`config.mk`:
```
export PLATFORM = sky130hd
export DESIGN_NAME = smtk_ctrl
export DESIGN_NICKNAME = d
export VERILOG_FILES = /design/src/rtl/core/smtk_pkg.sv /design/src/rtl/core/smtk_ctrl.sv
export SDC_FILE = /design/constraint.sdc
export NUM_CORES = 1
export LEC_CHECK = 0
export CORE_AREA = 2 2 39 41
export CTS_CLUSTER_SIZE = 12
export DETAILED_ROUTE_END_ITERATION = 7
export DIE_AREA = 0 0 41 43
export DONT_BUFFER_PORTS = 1
export GPL_TIMING_DRIVEN = 0
export HOLD_SLACK_MARGIN = 0.08
export PLACE_DENSITY = 0.35
export SLEW_MARGIN = 10
export SYNTH_ARGS = -nofsm -noshare
export SYNTH_HDL_FRONTEND = slang
export SYNTH_SLANG_ARGS = --single-unit
export TNS_END_PERCENT = 100
```
`constraint.sdc`:
```
create_clock -name clk -period 1.05 [get_ports clk]
set_input_delay 0.105 -clock clk [delete_from_list [all_inputs] [get_ports clk]]
set_output_delay 0.105 -clock clk [all_outputs]
set_load 0.02 [all_outputs]
```
`src/rtl/core/smtk_pkg.sv`:
```
// ----------------------------------------------------------------------------
// smtk_pkg: shared types and constants of the softmax top-k head
// Exponential tables, widths and the controller/datapath command struct.
// ----------------------------------------------------------------------------
package smtk_pkg;

    localparam int MAX_CLASSES_DEF = 1024;
    localparam int MAX_TOP_K_DEF   = 8;
    localparam int LOGIT_W         = 16;
    localparam int PROB_W          = 16;
    localparam int INDEX_W         = 10;
    localparam int TOPK_W          = 4;
    localparam int SUM_W           = 27;
    localparam logic [TOPK_W-1:0] TOPK_RESET = 4'd5;

    // exp(-i) in Q1.16, i = 0..11
    function automatic logic [16:0] exp_int(input logic [3:0] i);
        logic [16:0] r;
        case (i)
            4'd0:    r = 17'd65536;
            4'd1:    r = 17'd24109;
            4'd2:    r = 17'd8869;
            4'd3:    r = 17'd3263;
            4'd4:    r = 17'd1200;
            4'd5:    r = 17'd442;
            4'd6:    r = 17'd162;
            4'd7:    r = 17'd60;
            4'd8:    r = 17'd22;
            4'd9:    r = 17'd8;
            4'd10:   r = 17'd3;
            4'd11:   r = 17'd1;
            default: r = 17'd0;
        endcase
        return r;
    endfunction

    // exp(-h/16) in Q1.16
    function automatic logic [16:0] exp_high(input logic [3:0] h);
        logic [16:0] r;
        case (h)
            4'd0:    r = 17'd65536;
            4'd1:    r = 17'd61565;
            4'd2:    r = 17'd57835;
            4'd3:    r = 17'd54331;
            4'd4:    r = 17'd51039;
            4'd5:    r = 17'd47947;
            4'd6:    r = 17'd45042;
            4'd7:    r = 17'd42313;
            4'd8:    r = 17'd39750;
            4'd9:    r = 17'd37341;
            4'd10:   r = 17'd35079;
            4'd11:   r = 17'd32954;
            4'd12:   r = 17'd30957;
            4'd13:   r = 17'd29081;
            4'd14:   r = 17'd27319;
            default: r = 17'd25665;
        endcase
        return r;
    endfunction

    // exp(-l/256) in Q1.16
    function automatic logic [16:0] exp_low(input logic [3:0] l);
        logic [16:0] r;
        case (l)
            4'd0:    r = 17'd65536;
            4'd1:    r = 17'd65280;
            4'd2:    r = 17'd65026;
            4'd3:    r = 17'd64772;
            4'd4:    r = 17'd64520;
            4'd5:    r = 17'd64268;
            4'd6:    r = 17'd64018;
            4'd7:    r = 17'd63768;
            4'd8:    r = 17'd63520;
            4'd9:    r = 17'd63272;
            4'd10:   r = 17'd63025;
            4'd11:   r = 17'd62780;
            4'd12:   r = 17'd62535;
            4'd13:   r = 17'd62291;
            4'd14:   r = 17'd62048;
            default: r = 17'd61806;
        endcase
        return r;
    endfunction

    // commands from the controller to the datapath
    typedef struct packed {
        logic load;       // store logit, update max
        logic clear_vec;  // clear count, max, sum
        logic sum_start;  // begin the exp/sum pass
        logic prob_start; // begin the probability/insert pass
        logic emit_start; // begin reporting
    } smtk_cmd_t;

    // status from the datapath
    typedef struct packed {
        logic sum_done;
        logic prob_done;
        logic emit_done;
    } smtk_sts_t;

endpackage

```
`src/rtl/core/smtk_ctrl.sv`:
```
// ----------------------------------------------------------------------------
// smtk_ctrl: controller of the softmax top-k head
// Loads logits, then runs sum, probability and report passes in turn.
// ----------------------------------------------------------------------------
module smtk_ctrl (
    input  logic                clk,
    input  logic                rst_n,
    input  logic                start,
    input  logic                last_logit,
    input  smtk_pkg::smtk_sts_t sts,
    output smtk_pkg::smtk_cmd_t cmd,
    output logic                busy
);

    typedef enum logic [2:0] {
        S_LOAD, S_SUM_GO, S_SUM, S_PROB, S_EMIT, S_CLEAR
    } state_t;

    state_t state_reg, state_next;
    logic   busy_reg;

    // next state and commands
    always_comb
    begin
        state_next = state_reg;
        cmd        = '0;
        case (state_reg)
            S_LOAD:
            begin
                if (start && !busy_reg)
                begin
                    cmd.load = 1'b1;
                    if (last_logit) state_next = S_SUM_GO;
                end
            end
            S_SUM_GO:
            begin
                cmd.sum_start = 1'b1;
                state_next    = S_SUM;
            end
            S_SUM:
            begin
                if (sts.sum_done)
                begin
                    cmd.prob_start = 1'b1;
                    state_next     = S_PROB;
                end
            end
            S_PROB:
            begin
                if (sts.prob_done)
                begin
                    cmd.emit_start = 1'b1;
                    state_next     = S_EMIT;
                end
            end
            S_EMIT:
            begin
                if (sts.emit_done) state_next = S_CLEAR;
            end
            S_CLEAR:
            begin
                cmd.clear_vec = 1'b1;
                state_next    = S_LOAD;
            end
            default:
            begin
                state_next = S_LOAD;
            end
        endcase
    end

    // state and busy flag
    always_ff @(posedge clk or negedge rst_n)
    begin
        if (!rst_n)
        begin
            state_reg <= S_LOAD;
            busy_reg  <= 1'b0;
        end
        else
        begin
            state_reg <= state_next;
            busy_reg  <= (state_next != S_LOAD);
        end
    end

    assign busy = busy_reg;

endmodule

```
Word-level counts from Yosys, hierarchy flattened
Cells that the tools add are included.
{ "op_classes": {"n_addsub": 0, "multipliers": 0, "div_mod_pow": 0, "magnitude_cmp": 0, "eq_ne": 5, "shifts": 0, "n_mux": 14, "bitwise": 0, "reduce_logical": 4} }
{ "op_table": {"columns": ["op", "count"], "rows": [
  ["3-bit two-way mux", 5],
  ["3-bit case mux with 5 select lines", 1],
  ["1-bit two-way mux", 8],
  ["3-bit by 2-bit equality test with 1-bit output (second input constant)", 2],
  ["3-bit equality test (second input constant)", 2],
  ["3-bit by 1-bit equality test with 1-bit output (second input constant)", 1],
  ["3-bit zero test", 1],
  ["3-bit nonzero test", 1],
  ["1-bit logical AND", 1],
  ["1-bit zero test", 1]
]} }
{ "totals": {"ff_bits": 4, "latch_bits": 0, "mem_bits_rw": 0, "romBits": 0, "input_bits": 7, "output_inout_bits": 6, "n_memories": 0} }

Longest topological paths before layout
{ "depth": {"word_depth": 5, "mapped_depth": 3} }

Worst setup path after synthesis
No wires, ideal clock.
{ "synth_path": {"path_type": "register -> register", "from": "reg busy_reg, in the netlist busy", "to": "reg state_reg[0]", "setup_time_ps": 126, "t_arrival_ps": 994, "setup_slack_ps": -70, "stages_incl_launch_ff": 4, "n_path_buf": 0, "period_less_slack_ps": 1120, "path_cell_list": "dfrtp_1 -> inv_1 -> and4b_4 -> a221o_1"} }
{ "synth_via": {"elab_chain_cells": 4} }
{ "synth_lines": {"columns": ["element", "line_no", "rtl"], "rows": [
  ["start, declared", "smtk_ctrl.sv:20", "logic busy_reg;"],
  ["start signal, assigned", "smtk_ctrl.sv:84", "busy_reg <= (state_next != S_LOAD);"],
  ["1-bit zero test", "smtk_ctrl.sv:30", "if (start && !busy_reg)"],
  ["1-bit logical AND", "smtk_ctrl.sv:30", null],
  ["3-bit two-way mux", "smtk_ctrl.sv:30", null],
  ["3-bit case mux with 5 select lines", "smtk_ctrl.sv:27", "case (state_reg)"],
  ["net state_next[0]", "smtk_ctrl.sv:19", "state_t state_reg, state_next;"],
  ["end signal, assigned", "smtk_ctrl.sv:83", "state_reg <= state_next;"],
  ["end, declared", "smtk_ctrl.sv:19", null]
]} }
The timed path passes the listed nets, and every way through them passes these cells.

==> tab_implementation.tex <==
\begin{tabular}{lr}
\hline
Metric & Value \\
\hline
\multicolumn{2}{l}{\textbf{Cells and area}} \\
\quad Net total in the final layout & 44 \\
\quad Most frequent cells in the layout & sky130\_fd\_sc\_hd\_\_dfrtp\_2, sky130\_fd\_sc\_hd\_\_dlygate4sd3\_1, sky130\_fd\_sc\_hd\_\_nor2\_4, sky130\_fd\_sc\_hd\_\_clkbuf\_4, sky130\_fd\_sc\_hd\_\_buf\_4 \\
\quad Number of fillers in the final layout & 154 \\
\quad Count of antenna diodes in the layout & 0 \\
\quad Finished Core Util & about 28\% \\
\quad Area growth from synthesis to layout & 70.7\% \\
\quad Post-route standard cell area excluding fillers & 393 um2 \\
\quad Max FFs per register & 3 \\
\quad Fraction of layout cells with a size suffix above 1 & a little under 60\% \\
\multicolumn{2}{l}{\textbf{Setup path}} \\
\quad Critical path cell sequence & nor2\_2, and4b\_4 \\
\quad Data arrival time of the critical path & 1110 ps \\
\quad Critical Setup Path Class & reg2out \\
\quad Number of cells traversed by the worst register-to-register path & 4 \\
\quad CP Max Fanout & 6 \\
\quad Critical Path Source Type & flop \\
\quad Kind of cell adding the most delay to the critical path & simple AND/OR/NAND/NOR gates \\
\quad Buffering stage count on the worst path with inverters included & 0 \\
\quad Cell with the biggest individual delay on the critical path & sky130\_fd\_sc\_hd\_\_dfrtp\_2 \\
\quad Stage delay of the slowest cell on the critical path & about 430 ps \\
\quad Nature of the critical path endpoint & output port \\
\quad CP Data Required Time & 940 ps \\
\quad Logic depth of the worst path, buffers included & 2 \\
\multicolumn{2}{l}{\textbf{Route}} \\
\quad Total via count in the routed design & 235 \\
\quad Total wire length & $\sim$650 um \\
\quad DRC & 0 \\
\quad Drt initial violations & 2 \\
\quad Avg Vias per Cell & approximately 4.5 \\
\quad TritonRoute pass-1 iters & 4 \\
\quad WL/cell & 12.5 um \\
\quad Antenna Violating Nets Remaining & 0 \\
\multicolumn{2}{l}{\textbf{Die}} \\
\quad FP Rows & 14 \\
\quad X dimension of the die & between 40 and 50 um \\
\quad Starting utilization of the core area & 16.6\% \\
\quad Die footprint & 1760 um2 \\
\quad Ports & 13 \\
\quad Core box area & 1380 um2 \\
\quad Die H & 43 um \\
\multicolumn{2}{l}{\textbf{Clocking}} \\
\quad CTS Buf Count & 3 \\
\quad \# clock sinks & 4 \\
\quad Clock Tree Root & sky130\_fd\_sc\_hd\_\_clkbuf\_4 \\
\quad Clock transition at path regs & around 50 ps \\
\quad CTS tree & built \\
\quad Number of H-tree levels & 1 \\
\quad CTS Buffer Depth & 2 \\
\quad Clock insertion delay at the later pin of the skew report & 240 ps \\
\multicolumn{2}{l}{\textbf{Global route}} \\
\quad Total global routing overflow & 0 \\
\quad First-pass GRT wire length & about 1.0 mm \\
\quad Number of antenna violations at the first check in global routing & 0 \\
\quad Vias in the first global route & about 260 \\
\quad Largest net degree at the start of global routing & 8 \\
\quad Aggregate global-route resource usage & 8.95\% \\
\multicolumn{2}{l}{\textbf{STA}} \\
\quad Maximum clock frequency & slightly above 0.8 GHz \\
\quad Fin crit period & 1220 ps \\
\quad Final clock skew & 9.94 ps \\
\quad Setup total negative slack & -696 ps \\
\quad Max\_slew headroom & about four fifths \\
\quad Final worst-path setup slack & -170 ps \\
\quad RSZ-0062 raised after global routing & true \\
\quad Fin. max-slew vios & 0 \\
\quad Number of endpoints with negative hold slack in the final report & 0 \\
\quad Final cycle utilization of the critical path & 116\% \\
\quad Pin slew with the least headroom to its limit & 273 ps \\
\quad Final setup violation count & 6 \\
\multicolumn{2}{l}{\textbf{Placement}} \\
\quad Cell area reported after detailed placement & around 260 um2 \\
\quad Port Buffer Count & 0 \\
\quad Gpl congestion & around 0.70 \\
\quad Sum of net half-perimeters after detailed placement & 427 um \\
\multicolumn{2}{l}{\textbf{Yosys}} \\
\quad Cell Area, Synth & 230 um2 \\
\quad Register bit total from synthesis & 4 \\
\quad Portion of synthesized cell area occupied by the leading cell type & $\sim$43\% \\
\quad Share of synthesized area occupied by flip-flops and latches & 43.5\% \\
\quad Synth Net Count & 32 \\
\quad Synth Area per Inst & 9.21 um2 \\
\quad Gate count after technology mapping & 25 \\
\quad Synthesis Warnings & 0 \\
\quad Cell variety after synth & 16 \\
\quad Top post-synthesis cells by area & sky130\_fd\_sc\_hd\_\_dfrtp\_1, sky130\_fd\_sc\_hd\_\_nor2\_1, sky130\_fd\_sc\_hd\_\_and4b\_4 \\
\quad Yosys top cell by area & sky130\_fd\_sc\_hd\_\_dfrtp\_1 \\
\multicolumn{2}{l}{\textbf{Power}} \\
\quad Leakage & 0.153 nW \\
\quad Peak supply drop & 0.000685 V \\
\quad Cell area power density & 2910 nW/um2 \\
\multicolumn{2}{l}{\textbf{Flow run}} \\
\quad Number of max-capacitance violations reported & 0 \\
\multicolumn{2}{l}{\textbf{Status}} \\
\quad Status & finished, violations left \\
\quad Violated checks & setup timing \\
\multicolumn{2}{l}{\textbf{Worst hold path}} \\
\quad Classification of the worst-slack hold path & in2reg \\
\quad Worst hold stages & 2 \\
\hline
\end{tabular}
cells in the mapped netlist (all sizes together):
cell	count
a221o	1
mux2i	1
and3	1
nor3	2
or2b	1
a21oi	1
nand2b	3
dfrtp	4
inv	2
nor2	5
and4b	1
o22ai	1
nand2	1
a31oi	1
repair_timing:
| action | in CTS | in global routing |
|---|---|---|
| hold buffers | 4 | 0 |
| setup endpoints to repair | 6 | 7 |
| buffers inserted | 3 | 0 |
| gates resized for setup | 12 | 2 |
| hold endpoints to repair | 6 | 0 |
| pin swaps | 3 | 3 |
cells by family (layout without fill, tap and decap cells):
group	count (synthesis)	after routing	share of synthesized area [%]
AND/OR/NAND/NOR	14	14	37.0
AO/OA/AOI/OAI	4	4	12.0
flip-flops	4	4	43.5
buffers and inverters	2	13	3.26
multiplexers	1	1	4.35
power by group:
| group | internal, mW | leakage [nW] | switching [mW] |
|---|---|---|---|
| sequential | 0.236 | 0.0439 | 0.131 |
| clock | 0.143 | 0.0150 | 0.0726 |
| combinational | 0.266 | 0.0945 | 0.293 |
| total | 0.646 | 0.153 | 0.496 |
routing by layer:
| layer | track usage [%] | wire [um] |
|---|---|---|
| met5 | 0 | 0 |
| met1 | 8.41 | 270 |
| met2 | 13.4 | 345 |
| met4 | 8.00 | 0 |
| met3 | 4.19 | 33 |
stage by stage:
stage	cells	total power [mW]	setup WS (ps)	hold slack, ps
after floorplan	25	0.611	-52.9	-191
final	52	1.14	-170	101
after CTS	52	1.13	-172	87.9
after global placement	41	0.672	-131	-190
after detailed placement	41	0.672	-124	-190
after global routing	52	1.22	-203	114
path summary, 6_finish.rpt:
path	from	endpoint	slack [ps]
min	start	busy$_DFF_PN0_	100
min reg2reg	state_reg[2]$_DFF_PN0_	state_reg[1]$_DFF_PN0_	530
min in group asynchronous	rst_n	state_reg[1]$_DFF_PN0_	130
max reg2reg	state_reg[1]$_DFF_PN0_	state_reg[0]$_DFF_PN0_	-100
max	state_reg[0]$_DFF_PN0_	cmd[4]	-170
max in group asynchronous	rst_n	state_reg[0]$_DFF_PN0_	720
cell type report:
cell class | instances | area, um2 | share of cell area [%]
flip-flops and latches | 4 | 105 | 26.8
multi-input cells | 19 | 171 | 43.6
well taps | 16 | 20.0 | 5.10
clock buffers | 4 | 26.3 | 6.69
inverters | 2 | 7.51 | 1.91
repair buffers | 7 | 62.6 | 15.9
Note: power is estimated with default switching activity, not from simulation.
